$ cat src/rtl/pscf_pkg.sv
`default_nettype none

package pscf_pkg;

    localparam int unsigned SPEED_W = 16;
    localparam int unsigned DRIVE_W = 8;
    localparam int unsigned GAIN_W = 16;
    localparam int unsigned LIMIT_W = 23;
    localparam int unsigned ERR_W = 17;
    localparam int unsigned ERR16_W = 25;
    localparam int unsigned FILT_W = 26;
    localparam int unsigned ESUM_W = 32;
    localparam int unsigned KEEP_PROD_W = 44;
    localparam int unsigned TAKE_PROD_W = 40;
    localparam int unsigned P_PROD_W = 43;
    localparam int unsigned I_PROD_W = 49;
    localparam int unsigned SUM_W = 50;
    localparam int unsigned FRAC_OUT = 24;
    localparam int unsigned FRAC_FILT = 16;

    localparam int unsigned ADDR_W = 4;
    localparam int unsigned DATA_W = 32;

    localparam logic signed [17:0] FILT_KEEP = 18'sd55050;
    localparam logic signed [14:0] FILT_TAKE = 15'sd10486;
    localparam logic signed [FILT_W+19:0] FILT_ROUND = 46'sd32768;

    localparam logic signed [DRIVE_W-1:0] DRIVE_MAX = 8'sd100;
    localparam logic signed [DRIVE_W-1:0] DRIVE_MIN = -8'sd100;

    localparam logic [GAIN_W-1:0] PROP_GAIN_RST = 16'd512;
    localparam logic [GAIN_W-1:0] INTEG_GAIN_RST = 16'd26;
    localparam logic [LIMIT_W-1:0] INTEG_LIMIT_RST = 23'd25600;

    localparam logic [1:0] REG_PROP_GAIN = 2'd0;
    localparam logic [1:0] REG_INTEG_GAIN = 2'd1;
    localparam logic [1:0] REG_INTEG_LIMIT = 2'd2;

    localparam logic CMD_STEP = 1'b0;
    localparam logic CMD_CLEAR = 1'b1;

    typedef struct packed {
        logic                      cmd;
        logic signed [SPEED_W-1:0] measured_speed;
        logic signed [SPEED_W-1:0] target_value;
    } pscf_in_t;

    typedef struct packed {
        logic signed [DRIVE_W-1:0] drive;
        logic                      saturated;
    } pscf_out_t;

    typedef struct packed {
        logic [GAIN_W-1:0]  prop_gain;
        logic [GAIN_W-1:0]  integ_gain;
        logic [LIMIT_W-1:0] integ_limit;
    } pscf_cfg_t;

    typedef struct packed {
        logic load;
        logic filt;
        logic integ;
        logic prod;
        logic emit;
    } pscf_cmd_t;

endpackage

`default_nettype wire

$ cat src/rtl/pscf_regs.sv
`default_nettype none

module pscf_regs
    import pscf_pkg::*;
(
    input  wire logic              aclk,
    input  wire logic              aresetn,
    input  wire logic              psel,
    input  wire logic              penable,
    input  wire logic              pwrite,
    input  wire logic [ADDR_W-1:0] paddr,
    input  wire logic [DATA_W-1:0] pwdata,
    output logic      [DATA_W-1:0] prdata,
    output logic                   pready,
    output pscf_cfg_t              cfg
);

    pscf_cfg_t cfg_reg;
    pscf_cfg_t cfg_next;
    logic      wr_en;

    assign pready = 1'b1;
    assign wr_en = psel && penable && pwrite;
    assign cfg = cfg_reg;

    always_comb begin
        cfg_next = cfg_reg;
        if (wr_en) begin
            case (paddr[3:2])
                REG_PROP_GAIN: cfg_next.prop_gain = pwdata[GAIN_W-1:0];
                REG_INTEG_GAIN: cfg_next.integ_gain = pwdata[GAIN_W-1:0];
                REG_INTEG_LIMIT: cfg_next.integ_limit = pwdata[LIMIT_W-1:0];
                default: cfg_next = cfg_reg;
            endcase
        end
    end

    always_ff @(posedge aclk) begin
        if (!aresetn) begin
            cfg_reg.prop_gain <= PROP_GAIN_RST;
            cfg_reg.integ_gain <= INTEG_GAIN_RST;
            cfg_reg.integ_limit <= INTEG_LIMIT_RST;
        end else begin
            cfg_reg <= cfg_next;
        end
    end

    always_comb begin
        case (paddr[3:2])
            REG_PROP_GAIN: prdata = {{(DATA_W-GAIN_W){1'b0}}, cfg_reg.prop_gain};
            REG_INTEG_GAIN: prdata = {{(DATA_W-GAIN_W){1'b0}}, cfg_reg.integ_gain};
            REG_INTEG_LIMIT: prdata = {{(DATA_W-LIMIT_W){1'b0}}, cfg_reg.integ_limit};
            default: prdata = '0;
        endcase
    end

endmodule

`default_nettype wire

$ cat src/rtl/pscf_ctrl.sv
`default_nettype none

module pscf_ctrl
    import pscf_pkg::*;
(
    input  wire logic aclk,
    input  wire logic aresetn,
    input  wire logic s_valid,
    output logic      s_ready,
    input  wire logic item_clear,
    output logic      m_valid,
    input  wire logic m_ready,
    output pscf_cmd_t cmd
);

    typedef enum logic [4:0] {
        ST_IDLE  = 5'b00001,
        ST_FILT  = 5'b00010,
        ST_INTEG = 5'b00100,
        ST_PROD  = 5'b01000,
        ST_OUT   = 5'b10000
    } pscf_state_t;

    pscf_state_t state_reg;
    pscf_state_t state_next;
    logic        out_valid_reg;
    logic        out_valid_next;
    logic        out_free;

    assign out_free = !out_valid_reg || m_ready;
    assign s_ready = (state_reg == ST_IDLE);
    assign m_valid = out_valid_reg;

    always_comb begin
        state_next = state_reg;
        cmd = '0;
        case (state_reg)
            ST_IDLE: begin
                if (s_valid) begin
                    cmd.load = 1'b1;
                    state_next = (item_clear == CMD_CLEAR) ? ST_OUT : ST_FILT;
                end
            end
            ST_FILT: begin
                cmd.filt = 1'b1;
                state_next = ST_INTEG;
            end
            ST_INTEG: begin
                cmd.integ = 1'b1;
                state_next = ST_PROD;
            end
            ST_PROD: begin
                cmd.prod = 1'b1;
                state_next = ST_OUT;
            end
            ST_OUT: begin
                if (out_free) begin
                    cmd.emit = 1'b1;
                    state_next = ST_IDLE;
                end
            end
            default: state_next = ST_IDLE;
        endcase
    end

    always_comb begin
        out_valid_next = out_valid_reg;
        if (cmd.emit) begin
            out_valid_next = 1'b1;
        end else if (m_ready) begin
            out_valid_next = 1'b0;
        end
    end

    always_ff @(posedge aclk) begin
        if (!aresetn) begin
            state_reg <= ST_IDLE;
            out_valid_reg <= 1'b0;
        end else begin
            state_reg <= state_next;
            out_valid_reg <= out_valid_next;
        end
    end

endmodule

`default_nettype wire

$ cat src/rtl/pscf_dpath.sv
`default_nettype none

module pscf_dpath
    import pscf_pkg::*;
(
    input  wire logic      aclk,
    input  wire logic      aresetn,
    input  wire pscf_cmd_t cmd,
    input  wire pscf_cfg_t cfg,
    input  wire pscf_in_t  in_item,
    output pscf_out_t      out_item
);

    logic signed [FILT_W-1:0]      filt_reg;
    logic signed [FILT_W-1:0]      filt_next;
    logic signed [ESUM_W-1:0]      esum_reg;
    logic signed [ESUM_W-1:0]      esum_next;
    logic signed [KEEP_PROD_W-1:0] keep_reg;
    logic signed [TAKE_PROD_W-1:0] take_reg;
    logic signed [P_PROD_W-1:0]    p_reg;
    logic signed [I_PROD_W-1:0]    i_reg;
    logic                          clr_reg;
    pscf_out_t                     out_reg;
    pscf_out_t                     out_next;

    logic signed [ERR_W-1:0]       err;
    logic signed [ERR16_W-1:0]     err16;
    logic signed [FILT_W+19:0]     filt_acc;
    logic signed [ESUM_W:0]        esum_raw;
    logic signed [ESUM_W:0]        lim_pos;
    logic signed [ESUM_W:0]        lim_neg;
    logic signed [SUM_W-1:0]       sum;
    logic signed [SUM_W-1:0]       sum_adj;
    logic signed [SUM_W-FRAC_OUT-1:0] quot;

    assign err = $signed({in_item.target_value[SPEED_W-1], in_item.target_value})
               - $signed({in_item.measured_speed[SPEED_W-1], in_item.measured_speed});
    assign err16 = $signed({err, 8'b0});

    assign filt_acc = $signed({{2{keep_reg[KEEP_PROD_W-1]}}, keep_reg})
                    + $signed({{6{take_reg[TAKE_PROD_W-1]}}, take_reg})
                    + FILT_ROUND;

    assign esum_raw = $signed({esum_reg[ESUM_W-1], esum_reg})
                    + $signed({{(ESUM_W+1-FILT_W){filt_reg[FILT_W-1]}}, filt_reg});
    assign lim_pos = $signed({2'b00, cfg.integ_limit, 8'b0});
    assign lim_neg = -lim_pos;

    always_comb begin
        filt_next = filt_reg;
        esum_next = esum_reg;
        if (cmd.load && (in_item.cmd == CMD_CLEAR)) begin
            filt_next = '0;
            esum_next = '0;
        end else if (cmd.filt) begin
            filt_next = filt_acc[FILT_W+FRAC_FILT-1:FRAC_FILT];
        end else if (cmd.integ) begin
            if (esum_raw > lim_pos) begin
                esum_next = lim_pos[ESUM_W-1:0];
            end else if (esum_raw < lim_neg) begin
                esum_next = lim_neg[ESUM_W-1:0];
            end else begin
                esum_next = esum_raw[ESUM_W-1:0];
            end
        end
    end

    always_ff @(posedge aclk) begin
        if (!aresetn) begin
            filt_reg <= '0;
            esum_reg <= '0;
        end else begin
            filt_reg <= filt_next;
            esum_reg <= esum_next;
        end
    end

    always_ff @(posedge aclk) begin
        if (cmd.load) begin
            clr_reg <= in_item.cmd;
            keep_reg <= filt_reg * FILT_KEEP;
            take_reg <= err16 * FILT_TAKE;
        end
        if (cmd.prod) begin
            p_reg <= $signed({1'b0, cfg.prop_gain}) * filt_reg;
            i_reg <= $signed({1'b0, cfg.integ_gain}) * esum_reg;
        end
    end

    assign sum = $signed({{(SUM_W-P_PROD_W){p_reg[P_PROD_W-1]}}, p_reg})
               + $signed({{(SUM_W-I_PROD_W){i_reg[I_PROD_W-1]}}, i_reg});
    assign sum_adj = sum + (sum[SUM_W-1] ? $signed(SUM_W'((1 << FRAC_OUT) - 1)) : '0);
    assign quot = sum_adj[SUM_W-1:FRAC_OUT];

    always_comb begin
        out_next = out_reg;
        if (cmd.emit) begin
            if (clr_reg == CMD_CLEAR) begin
                out_next.drive = '0;
                out_next.saturated = 1'b0;
            end else if (quot > $signed((SUM_W-FRAC_OUT)'(DRIVE_MAX))) begin
                out_next.drive = DRIVE_MAX;
                out_next.saturated = 1'b1;
            end else if (quot < $signed((SUM_W-FRAC_OUT)'(DRIVE_MIN))) begin
                out_next.drive = DRIVE_MIN;
                out_next.saturated = 1'b1;
            end else begin
                out_next.drive = quot[DRIVE_W-1:0];
                out_next.saturated = 1'b0;
            end
        end
    end

    always_ff @(posedge aclk) begin
        out_reg <= out_next;
    end

    assign out_item = out_reg;

endmodule

`default_nettype wire

$ cat src/rtl/pi_speed_controller_filtered_core.sv
// PI speed regulator with a low-pass filtered error and a clamped integral.
// Input channel (s_valid/s_ready/s_payload): one transfer per control step,
// carrying a command bit, the measured speed and the target speed (Q8.8).
// A clear command zeroes the filter and the integral and answers drive 0.
// Output channel (m_valid/m_ready/m_payload): one transfer per input item,
// with the drive (-100..100) and a flag that tells it was clipped.
// Gains and the integral limit sit behind the APB port at 0x0, 0x4, 0x8;
// write them only while no step is in flight.
// A control step runs from the input transfer to m_valid through accept
// with the error multiplies, filter update, integral update and clamp,
// gain multiplies, output rounding and saturation; a clear goes from
// accept straight to the output step. The shared state update sequence
// takes one item at a time; s_ready is high only while no item is in flight.
// A stalled receiver holds the result in the output register; the next item
// is still taken and then waits in its last step until the register frees.
// Reset clears the filter, the integral and m_valid, and loads the default
// gains (2.0 and about 0.1) and limit (100.0).
`default_nettype none

module pi_speed_controller_filtered_core
    import pscf_pkg::*;
(
    input  wire logic              aclk,
    input  wire logic              aresetn,
    input  wire logic              s_valid,
    output logic                   s_ready,
    input  wire pscf_in_t          s_payload,
    output logic                   m_valid,
    input  wire logic              m_ready,
    output pscf_out_t              m_payload,
    input  wire logic              psel,
    input  wire logic              penable,
    input  wire logic              pwrite,
    input  wire logic [ADDR_W-1:0] paddr,
    input  wire logic [DATA_W-1:0] pwdata,
    output logic      [DATA_W-1:0] prdata,
    output logic                   pready
);

    pscf_cfg_t cfg;
    pscf_cmd_t cmd;

    pscf_regs u_regs (
        .aclk    (aclk),
        .aresetn (aresetn),
        .psel    (psel),
        .penable (penable),
        .pwrite  (pwrite),
        .paddr   (paddr),
        .pwdata  (pwdata),
        .prdata  (prdata),
        .pready  (pready),
        .cfg     (cfg)
    );

    pscf_ctrl u_ctrl (
        .aclk       (aclk),
        .aresetn    (aresetn),
        .s_valid    (s_valid),
        .s_ready    (s_ready),
        .item_clear (s_payload.cmd),
        .m_valid    (m_valid),
        .m_ready    (m_ready),
        .cmd        (cmd)
    );

    pscf_dpath u_dpath (
        .aclk     (aclk),
        .aresetn  (aresetn),
        .cmd      (cmd),
        .cfg      (cfg),
        .in_item  (s_payload),
        .out_item (m_payload)
    );

endmodule

`default_nettype wire

$ cat config.mk
export PLATFORM = sky130hd
export DESIGN_NAME = pi_speed_controller_filtered_core
export DESIGN_NICKNAME = d
export VERILOG_FILES = /design/src/rtl/pscf_pkg.sv /design/src/rtl/pscf_regs.sv /design/src/rtl/pscf_ctrl.sv /design/src/rtl/pscf_dpath.sv /design/src/rtl/pi_speed_controller_filtered_core.sv
export SDC_FILE = /design/constraint.sdc
export NUM_CORES = 2
export LEC_CHECK = 0
export BUFFER_PORTS_ARGS = -buffer_cell sky130_fd_sc_hd__buf_2
export CAP_MARGIN = 20
export CORE_ASPECT_RATIO = 1.5
export CORE_UTILIZATION = 30
export DETAILED_ROUTE_END_ITERATION = 10
export GPL_TIMING_DRIVEN = 0
export PLACE_DENSITY = 0.48
export SYNTH_ARGS = -nofsm -noshare
export SYNTH_HDL_FRONTEND = slang
export SYNTH_SLANG_ARGS = --single-unit
$ cat constraint.sdc
create_clock -name aclk -period 14.4 [get_ports aclk]
set_clock_uncertainty 0.2 [all_clocks]
set_input_delay 2.88 -clock aclk [delete_from_list [all_inputs] [get_ports aclk]]
set_output_delay 2.88 -clock aclk [all_outputs]
set_load 0.01 [all_outputs]
== Word-level counts from Yosys, hierarchy flattened ==
Cells that the tools add are included.
Storage, ports and cells
  output and inout port bits: 44
  input bits: 76
  register bits: 293
  word-level logic and storage cells: 76
Operators by class
  eq/ne operators: 9
  $add $sub $neg: 7
  order comparisons: 4
  muxes and demuxes: 19
  reductions and logical operators: 15
  bitwise operators: 2
  multiply operators: 4
Operators with widths (count)
  one-hot mux 23 bit (3 select lines): 1
  two-way mux 32 bit: 2
  adder 43 x 49 -> 50 bit: 1
  adder 50 bit: 1
  multiplier 17 x 32 -> 49 bit: 1
  multiplier 17 x 26 -> 43 bit: 1
  adder 42 x 17 -> 42 bit, second input constant: 1
  adder 42 x 40 -> 42 bit: 1
  multiplier 26 x 16 -> 41 bit, second input constant: 1
  adder 32 x 26 -> 33 bit: 1
  > comparator 33 x 32 -> 1 bit: 1
  < comparator 33 bit: 1
  negator 31 -> 33 bit: 1
  multiplier 17 x 14 -> 31 bit, second input constant: 1
  > comparator 26 x 8 -> 1 bit, second input constant: 1
  < comparator 26 x 8 -> 1 bit, second input constant: 1
  one-hot mux 5 bit (5 select lines): 1
  two-way mux 24 bit: 1
  subtractor 16 x 16 -> 17 bit: 1
  two-way mux 5 bit: 3
  AND reduction 2 bit: 5
  two-way mux 1 bit: 9
  two-way mux 9 bit: 1
  two-way mux 8 bit: 1
  17 further kinds: 21

== Longest topological paths before layout ==
  depth after elaboration: 6
  gate-level depth with buffers: 38
  mapped depth without buffers: 38

== Cells and area by module ==
Synthesis repeated with hierarchy kept, for this count alone.
Unflattened totals
  cell total of the unflattened synthesis: 6880
  area, all modules: 63450.9 µm²
Modules (own cells, without submodules)
  pscf_dpath: cells each 6549, seq. area each 6145.9 µm², area an instance 60541.8 µm², instances 1
  pscf_regs: cells each 293, seq. area each 1101.1 µm², area an instance 2591.2 µm², instances 1
  pscf_ctrl: cells each 38, seq. area each 120.1 µm², area an instance 317.8 µm², instances 1

== Least setup slack after synthesis ==
OpenSTA, ideal clock, no wires.
  kind: in2reg
  start: in s_payload[0] (netlist name)
  end: reg u_dpath.take_reg[39] (data pin)
  buffers on the path: 1
  required time: 13942 ps
  data arrival time: 10882 ps
  stages on the path: 34
  slack: 3060 ps
  library setup time: 258 ps
  path through: inv_1 > ha_1 > inv_1 > fa_1 > a21o_1 > a21oi_1 > o21ai_0 > a21oi_1 > o21ai_0 > a21oi_1 > o21bai_1 > a21oi_1 > o21ai_0 > nand3_1 > o21a_1 > clkbuf_1 > clkinv_1 > xnor2_1 > fa_1 > inv_1 > fa_1 > inv_1 > fa_1 > fa_1 > ha_1 > a21oi_1 > a31oi_1 > nand4_1 > nand4_1 > a31oi_1 > nor2b_1 > o21a_1 > o41a_1 > xnor2_1
Between the ends
  cells in the longest elaborated chain, start to end: 2
RTL lines
  start, declared: line pi_speed_controller_filtered_core.sv:27  | input wire pscf_in_t s_payload,
  subtractor 16 x 16 -> 17 bit: line pscf_dpath.sv:37  | - $signed({in_item.measured_speed[SPEED_W-1], in_item.measured_speed});
  multiplier 17 x 14 -> 31 bit: line pscf_dpath.sv:82  | take_reg <= err16 * FILT_TAKE;
  end signal, assigned: line pscf_dpath.sv:82
  end, declared: line pscf_dpath.sv:19  | logic signed [TAKE_PROD_W-1:0] take_reg;
Every way passes these cells.
A chain may end at the register's enable or synchronous reset.

== Worst setup path in the final report ==
Same ends and word-level chain as after synthesis.

==> results.sh <==
export IMPL_outcome="completed"
export IMPL_pre_cts_slack_ns=2.38
export IMPL_final_period_utilization_pct=77.5
export IMPL_endpoint_kind="register"
export IMPL_dp_final_hpwl_um=175000
export IMPL_critPathTopFamily="adder cells"
export IMPL_grt_max_degree=68
export IMPL_cts_hold_buffers=0
export IMPL_r2r_cells=27
export IMPL_relSlewSlack_pct=15.4
export IMPL_synth_area_leaders="fa_1 (36%), ha_1 (14%), inv_1 (8.4%), edfxtp_1 (7.8%), nand2_1 (5.2%)"
export IMPL_remaining_drc_errors=0
export IMPL_critPathLaunchType="primary input"
export IMPL_p_leak_nw=31.7
export IMPL_cp_slowest_cell="clkinv_1"
export IMPL_synth_compound_area_share_pct=9.25
export IMPL_cts_sinks=285
export IMPL_yosysSeqAreaShare_pct=11.5
export IMPL_grt_met2_usage_pct=37.8
export IMPL_synth_simple_area_share_pct=14.7
export IMPL_path_class="in2reg"
export IMPL_worstPathRequired_ns=14.54
export IMPL_fin_crit_ns=11.16
export IMPL_synth_top_area_cell="fa_1"
export IMPL_hold_depth=2
export IMPL_place_gp_congestion=0.910
export IMPL_r2r_start="u_regs.cfg[25]$_SDFFE_PN0P_"
export IMPL_use_met1_pct=21.0
export IMPL_critical_path_max_fanout=24
export IMPL_synth_top_family_by_area="adder cells"
export IMPL_use_met3_pct=1.28
export IMPL_drv_cap=0
export IMPL_synth_edff_count=166
export IMPL_fin_ws_ns=3.24
export IMPL_cp_buffers_inverters=7
export IMPL_irDropWorstVdd_mv=0.336
export IMPL_antenna_found_initial=5
export IMPL_cts_buffer_depth=3
export IMPL_die_area_mm2=0.215
export IMPL_drt_total_wl_um=204000
export IMPL_grt_busiest_layer="met2"
export IMPL_cts_buffers=35
export IMPL_slowest_delay_ns=0.80
export IMPL_num_vias=48000
export IMPL_root_buffer="clkbuf_16"
export IMPL_hold_class="reg2reg"
export IMPL_die_h_um=568
export IMPL_drt_initial_drc_count=2467
export IMPL_timing_setup_tns_ns=0
export IMPL_post_cts_buffers=0
export IMPL_post_drt_wl_per_cell_um=20.3
export IMPL_htreeDepth=2
export IMPL_drive_above_1_share_pct=3.60
export IMPL_firstDrtPassIters=5
export IMPL_viasPerCell=4.78
export IMPL_p_total_mw=8.19
export IMPL_core_area_mm2=0.212
export IMPL_synth_xor_area_share_pct=4.19
export IMPL_row_count=207
export IMPL_min_to="u_ctrl.m_valid$_SDFFE_PN0P_"
export IMPL_worstMarginPinSlew_ns=1.27
export IMPL_hold_viol_final=0
export IMPL_finalSetupViolations=0
export IMPL_grt_pass1_wl_um=314000
export IMPL_syn_cell_area_mm2=0.0641
export IMPL_io_buffers=98
export IMPL_cp_arrival_ns=11.30
export IMPL_ant_nets=0
export IMPL_hold_start="u_ctrl.m_valid$_SDFFE_PN0P_"
export IMPL_grt_use_total_pct=19.3
export IMPL_cts_resized=0
export IMPL_slew_viol_final=0
export IMPL_clkTransAtPathRegs_ns=0.06
export IMPL_insertion_delay_ns=0.63
export IMPL_syn_to_final_growth_pct=8.52
export IMPL_cts_tree="yes"
export IMPL_largest_reg_flops=55
export IMPL_ys_flop_type="edfxtp_1"
export IMPL_ys_async_sr_fraction_pct=0
export IMPL_syn_avg_cell_area_um2=9.11
export IMPL_yosys_area_top_type_share_pct=35.6
export IMPL_regToRegSetupSlack_ns=4.21
export IMPL_synthCells=7036
export IMPL_synth_mux_area_share_pct=0.316
export IMPL_r2r_end="u_dpath.i_reg[48]$_DFFE_PP_"
export IMPL_ys_seq_elements=285
export IMPL_nets=9133
export IMPL_final_common_cell="inv_1"
export IMPL_die_x_um=379
export IMPL_synth_adder_area_share_pct=49.8
export IMPL_rsz0062_at_grt="false"
export IMPL_start_util_pct=30.2
export IMPL_ioPinCount=120
export IMPL_grt_pass1_vias=52600
export IMPL_synth_distinct_cells=115
export IMPL_yosysWarnings=0
export IMPL_grt_overflow=0
export IMPL_fmax_ghz=0.0896
export IMPL_p_per_area_mw_per_mm2=118
export IMPL_layout_common_cells="inv_1 (1435), fa_1 (1141), nand2_1 (893)"
synth_stat cells (9+ instances only):
| cell | n |
|---|---|
| o21ai_0 | 152 |
| and3_1 | 27 |
| a31o_2 | 9 |
| nor3_1 | 71 |
| buf_4 | 11 |
| o21bai_1 | 29 |
| nand2b_1 | 31 |
| nor2_1 | 206 |
| a21boi_0 | 56 |
| o211ai_1 | 49 |
| nor4_1 | 10 |
| a31oi_1 | 21 |
| o2111ai_1 | 11 |
| clkbuf_1 | 253 |
| nor2b_1 | 44 |
| a21oi_1 | 259 |
| edfxtp_1 | 166 |
| and4_1 | 11 |
| nand3_1 | 95 |
| xor2_1 | 79 |
| or3_1 | 32 |
| a211oi_1 | 31 |
| fa_1 | 1141 |
| nand3b_1 | 9 |
| a21o_1 | 102 |
| ha_1 | 725 |
| inv_1 | 1436 |
| nand4_1 | 39 |
| o41ai_1 | 10 |
| a41oi_1 | 9 |
| nor3b_1 | 10 |
| nand2_1 | 893 |
| or2_2 | 18 |
| dfxtp_1 | 119 |
| xnor2_1 | 219 |
| mux2i_1 | 18 |
| and2_1 | 399 |
| o31ai_1 | 11 |
| o21a_1 | 44 |
| a211o_1 | 13 |
worst reg2reg max path, delay by kind of cell, from the launching register on:
family,cells,cell delay [ns]
buffers and inverters,6,1.01
XOR/XNOR,1,0.53
AND/OR/NAND/NOR,4,0.66
flip-flops,1,0.74
adder cells (fa/ha/maj),7,3.50
AO/OA/AOI/OAI,9,3.24
logic make-up after synthesis:
logic type      Yosys count
fa+ha+maj              1866
buf+inv                1717
xor+xnor                302
other cells               2
flops                   285
simple gates           1942
mux                      20
compound gates          902
per-stage QoR:
step | utilization [%] | hold slack [ns] | instances | cell area (µm²)
2_1_floorplan | - | 0.270 | 7044 | 64100
3_3_place_gp | 32.1 | 0.342 | 9963 | 68100
3_5_place_dp | 32.2 | 0.350 | 9973 | 68300
4_1_cts | 32.8 | 0.360 | 10000 | 69500
5_1_grt | 32.8 | 0.394 | 10000 | 69500
6_report | 32.8 | 0.362 | 10000 | 69500
power breakdown:
group | leakage, nW | internal, mW | switching (mW)
logic | 28.6 | 2.65 | 3.28
registers | 2.48 | 1.27 | 0.0419
clock network | 0.568 | 0.524 | 0.417
how the worst max path moves through the flow:
stage,slack (ns),cells past startpoint,to,startpoint
after floorplan,3.06,34,u_dpath.take_reg[39]$_DFFE_PP_,s_payload[0]
after detailed placement,2.38,35,u_dpath.take_reg[38]$_DFFE_PP_,s_payload[17]
after global routing,2.49,35,u_dpath.take_reg[39]$_DFFE_PP_,s_payload[0]
after CTS,3.01,35,u_dpath.take_reg[38]$_DFFE_PP_,s_payload[17]
final,3.24,35,u_dpath.take_reg[39]$_DFFE_PP_,s_payload[0]
after global placement,1.38,35,u_dpath.take_reg[39]$_DFFE_PP_,s_payload[0]
layer usage:
metal | vias to the layer above | part of all wire (%)
met5 | - | 0
met1 | 24300 | 37
met4 | 0 | 4.9
met2 | 991 | 55
li1 | 22400 | -
met3 | 277 | 2.9
area by class of cell:
class | instances | area (µm²)
flip-flops and latches | 285 | 7370
fillers | 22200 | 143000
diodes | 9 | 22.5
clock inverters | 20 | 256
well taps | 2821 | 3530
plain buffers | 280 | 1140
inverters | 1437 | 5400
repair buffers | 110 | 676
multi-input cells | 5042 | 50200
clock buffers | 42 | 926
(Power assumes the default switching activity.)
